==> src/design/fpts_pkg.sv <==
// Shared types and constants for the fixed-priority tick scheduler.
package fpts_pkg;

	localparam int SLOT_COUNT  = 8;
	localparam int SLOT_W      = 40;
	localparam int CFG_IDX_W   = 3;
	localparam int TASK_IDX_W  = 3;
	localparam int PRIO_W      = 8;
	localparam int WORK_W      = 16;
	localparam int RESP_W      = 16;
	localparam int TICK_W      = 32;

	localparam int NUM_TASKS_DEF = 8;
	localparam int TIME_BITS_DEF = 16;

	// Field positions inside one task slot register
	localparam int WCET_LSB   = 0;
	localparam int PERIOD_LSB = 16;
	localparam int PRIO_LSB   = 32;

	// Best candidate so far, handed from cell to cell
	typedef struct packed {
		logic                  valid;
		logic [PRIO_W-1:0]     prio;
		logic [TASK_IDX_W-1:0] idx;
	} token_t;

	// Broadcast control from the sequencer to every cell
	typedef struct packed {
		logic                  release_en;
		logic                  restart;
		logic                  scan;
		logic                  commit;
		logic                  pick_valid;
		logic [TASK_IDX_W-1:0] pick_idx;
	} cell_ctrl_t;

	// Per-cell report, zero unless the cell ran in the committed tick
	typedef struct packed {
		logic              done;
		logic [RESP_W-1:0] resp;
		logic [RESP_W-1:0] worst;
	} cell_res_t;

endpackage

==> src/design/fpts_cell.sv <==
// One task cell: slot config, release countdown, work, age, worst case and scan compare.
module fpts_cell #(
	parameter int TIME_BITS = fpts_pkg::TIME_BITS_DEF,
	parameter int CELL_IDX  = 0
) (
	input  logic                          clk,
	input  logic                          arst_n,
	input  logic                          slot_we,
	input  logic [fpts_pkg::SLOT_W-1:0]   slot_data,
	input  fpts_pkg::cell_ctrl_t          ctrl,
	input  fpts_pkg::token_t              tok_in,
	output fpts_pkg::token_t              tok_out,
	output fpts_pkg::cell_res_t           res
);

	localparam logic [fpts_pkg::TASK_IDX_W-1:0] MY_IDX = fpts_pkg::TASK_IDX_W'(CELL_IDX);

	logic [fpts_pkg::SLOT_W-1:0] slot_q;
	logic [fpts_pkg::WORK_W-1:0] cd_q;
	logic [fpts_pkg::WORK_W-1:0] work_q;
	logic [TIME_BITS-1:0]        age_q;
	logic [fpts_pkg::RESP_W-1:0] worst_q;
	fpts_pkg::token_t            tok_q;

	logic [fpts_pkg::WORK_W-1:0] wcet;
	logic [fpts_pkg::WORK_W-1:0] period;
	logic [fpts_pkg::PRIO_W-1:0] prio;
	logic                        used;

	logic [fpts_pkg::WORK_W-1:0] cd_cur;
	logic [fpts_pkg::WORK_W-1:0] work_cur;
	logic [TIME_BITS-1:0]        age_cur;
	logic                        eligible;
	logic                        selected;
	logic [fpts_pkg::WORK_W-1:0] work_dec;
	logic                        done;
	logic [32:0]                 age_ext;
	logic [fpts_pkg::RESP_W-1:0] resp;
	logic [fpts_pkg::RESP_W-1:0] worst_new;

	assign wcet   = slot_q[fpts_pkg::WCET_LSB   +: fpts_pkg::WORK_W];
	assign period = slot_q[fpts_pkg::PERIOD_LSB +: fpts_pkg::WORK_W];
	assign prio   = slot_q[fpts_pkg::PRIO_LSB   +: fpts_pkg::PRIO_W];
	assign used   = (period != '0);

	// Restart sees cleared run state before the release step
	assign cd_cur   = ctrl.restart ? '0 : cd_q;
	assign work_cur = ctrl.restart ? '0 : work_q;
	assign age_cur  = ctrl.restart ? '0 : age_q;

	// Compare against the upstream best; strictly greater keeps the lower index on ties
	assign eligible = used && (work_q != '0);

	// Run step for the picked task
	assign selected  = ctrl.pick_valid && (ctrl.pick_idx == MY_IDX);
	assign work_dec  = work_q - fpts_pkg::WORK_W'(1);
	assign done      = (work_dec == '0);
	assign age_ext   = 33'(age_q) + 33'd1;
	assign resp      = (age_ext > 33'd65535) ? '1 : age_ext[fpts_pkg::RESP_W-1:0];
	assign worst_new = (done && (resp > worst_q)) ? resp : worst_q;

	always_comb begin
		res = '0;
		if (selected) begin
			res.done  = done;
			res.resp  = done ? resp : '0;
			res.worst = worst_new;
		end
	end

	assign tok_out = tok_q;

	// Slot register
	always_ff @(posedge clk or negedge arst_n) begin
		if (!arst_n) begin
			slot_q <= '0;
		end else if (slot_we) begin
			slot_q <= slot_data;
		end
	end

	// Task run state
	always_ff @(posedge clk or negedge arst_n) begin
		if (!arst_n) begin
			cd_q    <= '0;
			work_q  <= '0;
			age_q   <= '0;
			worst_q <= '0;
		end else if (ctrl.release_en) begin
			if (ctrl.restart) begin
				worst_q <= '0;
			end
			if (!used) begin
				cd_q   <= cd_cur;
				work_q <= work_cur;
				age_q  <= age_cur;
			end else if (cd_cur == '0) begin
				cd_q   <= period - fpts_pkg::WORK_W'(1);
				work_q <= wcet;
				age_q  <= '0;
			end else begin
				cd_q   <= cd_cur - fpts_pkg::WORK_W'(1);
				work_q <= work_cur;
				age_q  <= age_cur;
			end
		end else if (ctrl.commit) begin
			if (selected) begin
				work_q  <= work_dec;
				worst_q <= worst_new;
			end
			if (age_q != '1) begin
				age_q <= age_q + TIME_BITS'(1);
			end
		end
	end

	// Scan token stage
	always_ff @(posedge clk or negedge arst_n) begin
		if (!arst_n) begin
			tok_q <= '0;
		end else if (ctrl.scan) begin
			if (eligible && (!tok_in.valid || (prio > tok_in.prio))) begin
				tok_q.valid <= 1'b1;
				tok_q.prio  <= prio;
				tok_q.idx   <= MY_IDX;
			end else begin
				tok_q <= tok_in;
			end
		end
	end

endmodule

==> src/design/fixed_priority_tick_scheduler.sv <==
// A tick beat accepted in idle passes the release step and the scan of the task cell chain,
// and its result beat is registered on commit; the next tick is accepted only after that
// commit. The selection token walks the task cell chain one cell per cycle during the scan.
// A waiting result does not block the next tick until its commit cycle.
// Reset (arst_n low) clears all slots, time, countdowns, work, ages and worst cases at once.
// Top level: sequencer, config decode, task cell chain and result register.
module fixed_priority_tick_scheduler #(
	parameter int NUM_TASKS = fpts_pkg::NUM_TASKS_DEF,
	parameter int TIME_BITS = fpts_pkg::TIME_BITS_DEF
) (
	input  logic                             clk,
	input  logic                             arst_n,
	input  logic                             cfg_we,
	input  logic [fpts_pkg::CFG_IDX_W-1:0]   cfg_index,
	input  logic [fpts_pkg::SLOT_W-1:0]      cfg_data,
	input  logic                             in_valid,
	output logic                             in_ready,
	input  logic                             restart,
	output logic                             out_valid,
	input  logic                             out_ready,
	output logic [fpts_pkg::TICK_W-1:0]      tick_index,
	output logic                             busy_res,
	output logic [fpts_pkg::TASK_IDX_W-1:0]  running_task,
	output logic                             job_done,
	output logic [fpts_pkg::RESP_W-1:0]      job_response,
	output logic [fpts_pkg::RESP_W-1:0]      worst_response
);

	localparam int CNT_W = $clog2(NUM_TASKS + 1);

	typedef enum logic [1:0] {
		ST_IDLE,
		ST_REL,
		ST_SCAN,
		ST_EXEC
	} state_t;

	state_t                      state_q;
	logic                        restart_q;
	logic [CNT_W-1:0]            cnt_q;
	logic [fpts_pkg::TICK_W-1:0] time_q;

	fpts_pkg::cell_ctrl_t        ctrl;
	fpts_pkg::token_t            tok [NUM_TASKS+1];
	fpts_pkg::cell_res_t         cres [NUM_TASKS];
	fpts_pkg::cell_res_t         sel_res;
	fpts_pkg::token_t            pick;
	logic                        commit;

	assign in_ready = (state_q == ST_IDLE);
	assign pick     = tok[NUM_TASKS];
	assign commit   = (state_q == ST_EXEC) && (!out_valid || out_ready);

	always_comb begin
		ctrl            = '0;
		ctrl.release_en = (state_q == ST_REL);
		ctrl.restart    = restart_q;
		ctrl.scan       = (state_q == ST_SCAN);
		ctrl.commit     = commit;
		ctrl.pick_valid = commit && pick.valid;
		ctrl.pick_idx   = pick.idx;
	end

	assign tok[0] = '0;

	// Task cell chain
	for (genvar i = 0; i < NUM_TASKS; i++) begin : g_cell
		fpts_cell #(
			.TIME_BITS (TIME_BITS),
			.CELL_IDX  (i)
		) u_cell (
			.clk       (clk),
			.arst_n    (arst_n),
			.slot_we   (cfg_we && (cfg_index == fpts_pkg::CFG_IDX_W'(i))),
			.slot_data (cfg_data),
			.ctrl      (ctrl),
			.tok_in    (tok[i]),
			.tok_out   (tok[i+1]),
			.res       (cres[i])
		);
	end

	// Only the cell that ran reports nonzero
	always_comb begin
		sel_res = '0;
		for (int i = 0; i < NUM_TASKS; i++) begin
			sel_res = sel_res | cres[i];
		end
	end

	// Sequencer and result register
	always_ff @(posedge clk or negedge arst_n) begin
		if (!arst_n) begin
			state_q        <= ST_IDLE;
			restart_q      <= 1'b0;
			cnt_q          <= '0;
			time_q         <= '0;
			out_valid      <= 1'b0;
			tick_index     <= '0;
			busy_res       <= 1'b0;
			running_task   <= '0;
			job_done       <= 1'b0;
			job_response   <= '0;
			worst_response <= '0;
		end else begin
			// Result beat is loaded on commit and freed when taken
			if (commit) begin
				out_valid <= 1'b1;
			end else if (out_ready) begin
				out_valid <= 1'b0;
			end
			unique case (state_q)
				ST_IDLE: begin
					if (in_valid) begin
						restart_q <= restart;
						state_q   <= ST_REL;
					end
				end
				ST_REL: begin
					if (restart_q) begin
						time_q <= '0;
					end
					cnt_q   <= '0;
					state_q <= ST_SCAN;
				end
				ST_SCAN: begin
					if (cnt_q == CNT_W'(NUM_TASKS - 1)) begin
						state_q <= ST_EXEC;
					end
					cnt_q <= cnt_q + CNT_W'(1);
				end
				ST_EXEC: begin
					if (commit) begin
						tick_index     <= time_q;
						busy_res       <= pick.valid;
						running_task   <= pick.valid ? pick.idx : '0;
						job_done       <= sel_res.done;
						job_response   <= sel_res.resp;
						worst_response <= sel_res.worst;
						time_q         <= time_q + fpts_pkg::TICK_W'(1);
						state_q        <= ST_IDLE;
					end
				end
				default: state_q <= ST_IDLE;
			endcase
		end
	end

endmodule

==> config.mk <==
export PLATFORM = sky130hd
export DESIGN_NAME = fixed_priority_tick_scheduler
export DESIGN_NICKNAME = d
export VERILOG_FILES = /design/src/design/fpts_pkg.sv /design/src/design/fpts_cell.sv /design/src/design/fixed_priority_tick_scheduler.sv
export SDC_FILE = /design/constraint.sdc
export NUM_CORES = 2
export LEC_CHECK = 0
export BUFFER_PORTS_ARGS = -buffer_cell sky130_fd_sc_hd__buf_2
export CORE_MARGIN = 5
export CORE_UTILIZATION = 30
export CTS_BUF_LIST = sky130_fd_sc_hd__clkbuf_2
export CTS_CLUSTER_SIZE = 10
export DETAILED_ROUTE_END_ITERATION = 10
export GPL_TIMING_DRIVEN = 0
export PLACE_DENSITY = 0.46
export SYNTH_ARGS = -nofsm -noshare
export SYNTH_HDL_FRONTEND = slang
export SYNTH_SLANG_ARGS = --single-unit
==> constraint.sdc <==
create_clock -name clk -period 4.9 [get_ports clk]
set_input_delay 0.245 -clock clk [delete_from_list [all_inputs] [get_ports clk]]
set_output_delay 0.245 -clock clk [all_outputs]
set_load 0.05 [all_outputs]
======== Yosys cells after proc, flatten, opt, wreduce, memory -nomap -nowiden ========
Index checks and enable logic that the tools add are counted.
storage, ports and cells
  output and inout bits ................... 71
  bits of input ports ..................... 49
  register bits ........................... 1029
operators by class
  add/subtract/negate cells ............... 42
  bitwise logic cells ..................... 7
  mux-type cells .......................... 196
  order comparisons ....................... 23
  equality and inequality tests ........... 30
  reduce and logical (&&, ||, !) cells .... 140
operator list
  operator               number
  $mux 16                169
  $sub 16x1->16 const B  24
  $gt 33x16->1 const B   8
  $mux 33                8
  $logic_not 16->1       16
  $reduce_bool 16->1     16
  $or 33x33->33          7
  $add 16x1->17 const B  8
  $add 16x1->16 const B  8
  $gt 16x16->1           8
  $ne 16x16->1 const B   8
  $mux 12                8
  $mux 32                2
  $pmux 32 s2            1
  $gt 8x8->1             7
  $logic_and 1x1->1      41
  $reduce_bool 2->1      20
  $reduce_and 2->1       18
  $add 32x1->32 const B  1
  $reduce_and 3->1       10
  $eq 3x3->1 const B     8
  $eq 3x2->1 const B     4
  $logic_not 1->1        8
  $logic_or 1x1->1       8
  14 further kinds       22

======== Logic depth before layout (Yosys ltp) ========
  depth in word-level cells ............... 14
  mapped depth ............................ 21

======== Cells and area by module ========
A second synthesis with hierarchy kept.
second synthesis, totals
  cell total of the unflattened synthesis .. 7231
  area total of the unflattened synthesis .. 64863.5 um2
modules (own cells, without submodules)
  module                         cells each  area an instance (um2)  sequential area each (um2)  instances
  fpts_cell at g_cell[3].u_cell  868         7686.1                  2902.8                      1
  fpts_cell at g_cell[5].u_cell  871         7677.4                  2902.8                      1
  fpts_cell at g_cell[6].u_cell  823         7564.8                  2902.8                      1
  fpts_cell at g_cell[7].u_cell  854         7563.5                  2902.8                      1
  fpts_cell at g_cell[1].u_cell  850         7449.6                  2902.8                      1
  fpts_cell at g_cell[2].u_cell  809         7432.1                  2902.8                      1
  fpts_cell at g_cell[4].u_cell  791         7151.9                  2902.8                      1
  fpts_cell at g_cell[0].u_cell  792         7133.1                  2902.8                      1
  fixed_priority_tick_scheduler  573         5205.0                  2727.6                      1

======== Worst setup path after synthesis ========
OpenSTA, ideal clock, no wires.
  path type ............................... flip-flop to flip-flop
  from .................................... reg g_cell[3].u_cell.age_q[0]
  to ...................................... reg worst_response[12] (netlist name)
  period minus slack after synthesis ...... 4.306 ns
  arrival time ............................ 4.180 ns
  required time ........................... 4.774 ns
  cell stages (with the launch flop) ...... 18
  buffers on the path ..................... 1
  slack ................................... 0.594 ns
  cells stage by stage .................... dfrtp_1 > ha_1 > nand3_1 > nor4_1 > nand2_1 > or3_1 > and2_1 > inv_1 > ha_1 > a21o_1 > a21o_1 > a221o_1 > a211oi_1 > nand4b_1 > buf_4 > mux2i_1 > a211o_1 > o32a_1
on the way
  cells in the longest elaborated chain, start to end .. 12
RTL lines
  element                        line                                  text
  start, declared                fpts_cell.sv:21                       logic [TIME_BITS-1:0] age_q;
  start signal, assigned         fpts_cell.sv:96                       age_q <= age_cur;
  start signal, assigned         fpts_cell.sv:104                      age_q <= age_cur;
  start signal, assigned         fpts_cell.sv:112                      age_q <= age_q + TIME_BITS'(1);
  $add 16x1->17 *                fpts_cell.sv:58                       assign age_ext = 33'(age_q) + 33'd1;
  $gt 33x16->1                   fpts_cell.sv:59                       assign resp = (age_ext > 33'd65535) ? '1 : age_ext[fpts_pkg::RESP_W-1:0];
  $mux 16 *                      fpts_cell.sv:59
  $gt 16x16->1                   fpts_cell.sv:60                       assign worst_new = (done && (resp > worst_q)) ? resp : worst_q;
  $logic_and 1x1->1              fpts_cell.sv:60
  $mux 16 *                      fpts_cell.sv:60
  $mux 33 *                      fpts_cell.sv:64                       if (selected) begin
  $or 33x33->33 * (5 in series)  fixed_priority_tick_scheduler.sv:87   sel_res = sel_res | cres[i];
  end signal, assigned           fixed_priority_tick_scheduler.sv:139  worst_response <= sel_res.worst;
  end, declared                  fixed_priority_tick_scheduler.sv:26   output logic [fpts_pkg::RESP_W-1:0] worst_response
Every way passes the cells marked *; elsewhere a longest branch is shown, timed or not.
A chain may end at the register's enable or synchronous reset.

======== Final worst setup path ========
  from .................................... reg restart_q
  to ...................................... reg g_cell[1].u_cell.cd_q[5] (netlist name)
on the way
  cells in the longest elaborated chain, start to end .. 4
  elaborated cells between the ends (all ways) .. 5
  classes of those cells .................. add/sub (1); mux (3); reduce/logical (1)
RTL lines
  element                                            line                                  text
  start, declared                                    fixed_priority_tick_scheduler.sv:39   logic restart_q;
  start signal, assigned                             fixed_priority_tick_scheduler.sv:115  restart_q <= restart;
  $mux 16 *                                          fpts_cell.sv:47                       assign cd_cur = ctrl.restart ? '0 : cd_q;
  $sub 16x1->16 or $logic_not 16->1 (tied branches)  fpts_cell.sv:102, fpts_cell.sv:97
  $mux 16                                            fpts_cell.sv:97                       end else if (cd_cur == '0) begin
  $mux 16 *                                          fpts_cell.sv:93                       if (!used) begin
  end signal, assigned                               fpts_cell.sv:94                       cd_q <= cd_cur;
  end signal, assigned                               fpts_cell.sv:98                       cd_q <= period - fpts_pkg::WORK_W'(1);
  end signal, assigned                               fpts_cell.sv:102                      cd_q <= cd_cur - fpts_pkg::WORK_W'(1);
  end, declared                                      fpts_cell.sv:19                       logic [fpts_pkg::WORK_W-1:0] cd_q;
Marked as above.

==> results.txt <==
clk_lat worst skew - 1790 ps
post-route worst setup slack - 70.4 ps
Detailed Route WL - 247 mm
Setup Skew - 218 ps
via count - 55400
Starting Density - 30.1%
global-route met1 utilization - 31.0%
DP HPWL - 176 mm
Slew Limit Fails - 0
sequential area share after synthesis - 42.6%
met2 usage - 36.6%
most frequent cell after synthesis - dfrtp_1
Mapped Cells - 6615
die height - 457 µm
Tightest Hold Check Type - input port to flop
Place WS - -2440 ps
first-pass GRT wire length - 363 mm
Synth top area share - 42.6%
RSZ-0062 raised after global routing - true
placed inst area - 0.0642 mm²
Wirelength per Cell - 24.6 µm
Post-Syn Area - 0.0600 mm²
largest net degree at the start of global routing - 160
Main synth FF type - dfrtp_1
P per Cell Area - 527 mW/mm²
fmax - 207 MHz
top post-synthesis cells by area - dfrtp_1, mux2_2, ha_1, o21ai_0, nand2_1
max-capacitance violation count - 0
crit path max fanout - 10
Synth warnings - 0
CP Capture Type - flop
cell area after layout - 0.0690 mm²
layout cells sized above 1 - 16.5%
Core Rows - 164
Mapped Nets - 6894
Top Ports - 120
initial antenna violation count - 14
syn_area_per_cell - 9.07 µm²
worst endpoint data arrival time - 6350 ps
Die W - 457 µm
IO Port Bufs - 117
Clock Path Buffers - 4
die area - 0.209 mm²
Inserted Clock Buffers - 320
Post-synth ARST share - 100%
period utilization - 98.6%
critical path type - flop to flop
CTS clk-pin slew, worst paths - 100 ps
max_slew headroom - 3.14%
library cells used by synthesis - 96
Tmin final - 4830 ps
M3 GR Usage - 3.31%
number of synthesized register bits - 1022
total power - 0.0364 W
IR drop worst, VDD - 0.230 mV
TritonRoute pass-1 iters - 8
Data required, critical path - 6420 ps
Worst Setup Start Kind - flop
Core Area - 0.199 mm²
top cells by count, synth - dfrtp_1, nand2_1, o21ai_0
GRT Util Overall - 22.9%
remaining antenna violation count after routing - 0
Layout area overhead - 15.0%
Leak - 30.1 nW
initial DRC count - 4969
clock root cell - clkbuf_2
# DRC - 0
busiest layer in global routing - met2
clk sinks - 1022
Slew @ Worst Pin - 1440 ps
area leader, netlist - dfrtp_1
TritonCTS clock tree - built
Placer Congestion - 0.959
H-tree depth - 5
grt ovf - 0
status - completed
final setup fails - 0
vias in the first global route - 53700
Util after Layout - 34.6%
Fin. Hold Viols - 0
vias per cell - 5.49
NumNets Final - 7487
Post-synth EDFFs - 0
layout make-up:
| type | count | area (µm²) |
|---|---|---|
| well taps | 2656 | 3320 |
| plain buffers | 385 | 1620 |
| clock inverters | 66 | 315 |
| repair buffers | 281 | 2290 |
| inverters | 364 | 1370 |
| multi-input cells | 4834 | 32200 |
| flip-flops and latches | 1022 | 25600 |
| diodes | 11 | 27.5 |
| clock buffers | 461 | 2310 |
| fillers | 21100 | 130000 |
critical path, stage by stage (launching register included):
cell and delay [ps]:
dfrtp_2 670, clkbuf_4 520, clkbuf_4 430, buf_2 510
clkbuf_2 500, clkbuf_1 820, buf_1 880, a21oi_1 60
o21ai_0 170, o21ai_0 130
stage by stage:
stage	setup TNS, ps	instances	hold slack [ps]
after global placement	-	9388	451
after CTS	0	10100	14.9
after detailed placement	-525810	9401	223
after global routing	-69.4	10100	107
final	0	10100	266
after floorplan	0	6615	-50.6
power breakdown:
| part | switching, W | internal, W | total (W) | leakage (nW) |
|---|---|---|---|---|
| Clock | 0.00410 | 0.00259 | 0.00669 | 2.09 |
| Sequential | 0.00204 | 0.0106 | 0.0126 | 12.9 |
| Combinational | 0.0114 | 0.00563 | 0.0171 | 15.1 |
final timing paths:
| kind | start | to | slack [ps] | cells after the start |
|---|---|---|---|---|
| max | restart_q$_DFFE_PN0P_ | g_cell[1].u_cell.cd_q[5]$_DFFE_PN0P_ | 70 | 9 |
| min | cfg_data[36] | g_cell[4].u_cell.slot_q[36]$_DFFE_PN0P_ | 270 | 4 |
| max reg2reg | restart_q$_DFFE_PN0P_ | g_cell[1].u_cell.cd_q[5]$_DFFE_PN0P_ | 70 | 9 |
| min reg2reg | running_task[2]$_DFFE_PN0P_ | running_task[2]$_DFFE_PN0P_ | 470 | 2 |
| max in group asynchronous | arst_n | g_cell[7].u_cell.work_q[1]$_DFFE_PN0P_ | 2060 | 8 |
| min in group asynchronous | arst_n | g_cell[0].u_cell.work_q[12]$_DFFE_PN0P_ | 280 | 5 |
layout by cell type, fill, tap and decap left out, drive strengths merged, types with 230 or more instances in the layout:
| cell | n |
|---|---|
| clkbuf | 775 |
| buf | 237 |
| nand2 | 631 |
| nor2 | 544 |
| mux2 | 327 |
| ha | 230 |
| inv | 369 |
| nand3 | 287 |
| o21ai | 582 |
| dfrtp | 1022 |
| a21oi | 365 |
kinds of logic (layout without fill, tap and decap cells):
kind of cell	count (synthesis)	after routing	share of synthesized area, %
and+or+nand+nor	2190	2190	17.6
AOI/OAI and AO/OA	1696	1696	18.0
DFF	1022	1022	42.6
buffers and inverters	759	1557	4.85
muxes	445	445	8.10
xor gates and xnor gates	273	273	3.98
adders and majority gates	230	230	4.80
other	0	11	0
state kept, by name (all words and copies together) (netlist names):
signal	count
g_cell.u_cell.age_q	128
state_q	2
g_cell.u_cell.slot_q	320
job_response	16
restart_q	1
running_task	3
g_cell.u_cell.tok_out	81
job_done	1
g_cell.u_cell.cd_q	128
worst_response	16
busy_res	1
time_q	32
tick_index	32
g_cell.u_cell.worst_q	128
g_cell.u_cell.work_q	128
out_valid	1
cnt_q	4
layer usage:
| metal | wire [µm] | vias to the layer above | part of all wire, % |
|---|---|---|---|
| met1 | 110000 | 27700 | 44 |
| met2 | 113000 | 1919 | 46 |
| met3 | 13900 | 510 | 5.6 |
| li1 | - | 25200 | - |
| met4 | 10900 | 2 | 4.4 |
| met5 | 13 | - | 0.0053 |
timing repair:
| item | in CTS | in global routing |
|---|---|---|
| cloned | 0 | 0 |
| endpoints found under the hold margin | 1178 | 0 |
| pin swaps | 14 | 19 |
| endpoints found under the setup margin | 483 | 99 |
| resized for setup | 123 | 107 |
| hold buffers | 112 | 0 |
| setup buffers | 16 | 23 |
(Power assumes the default switching activity.)
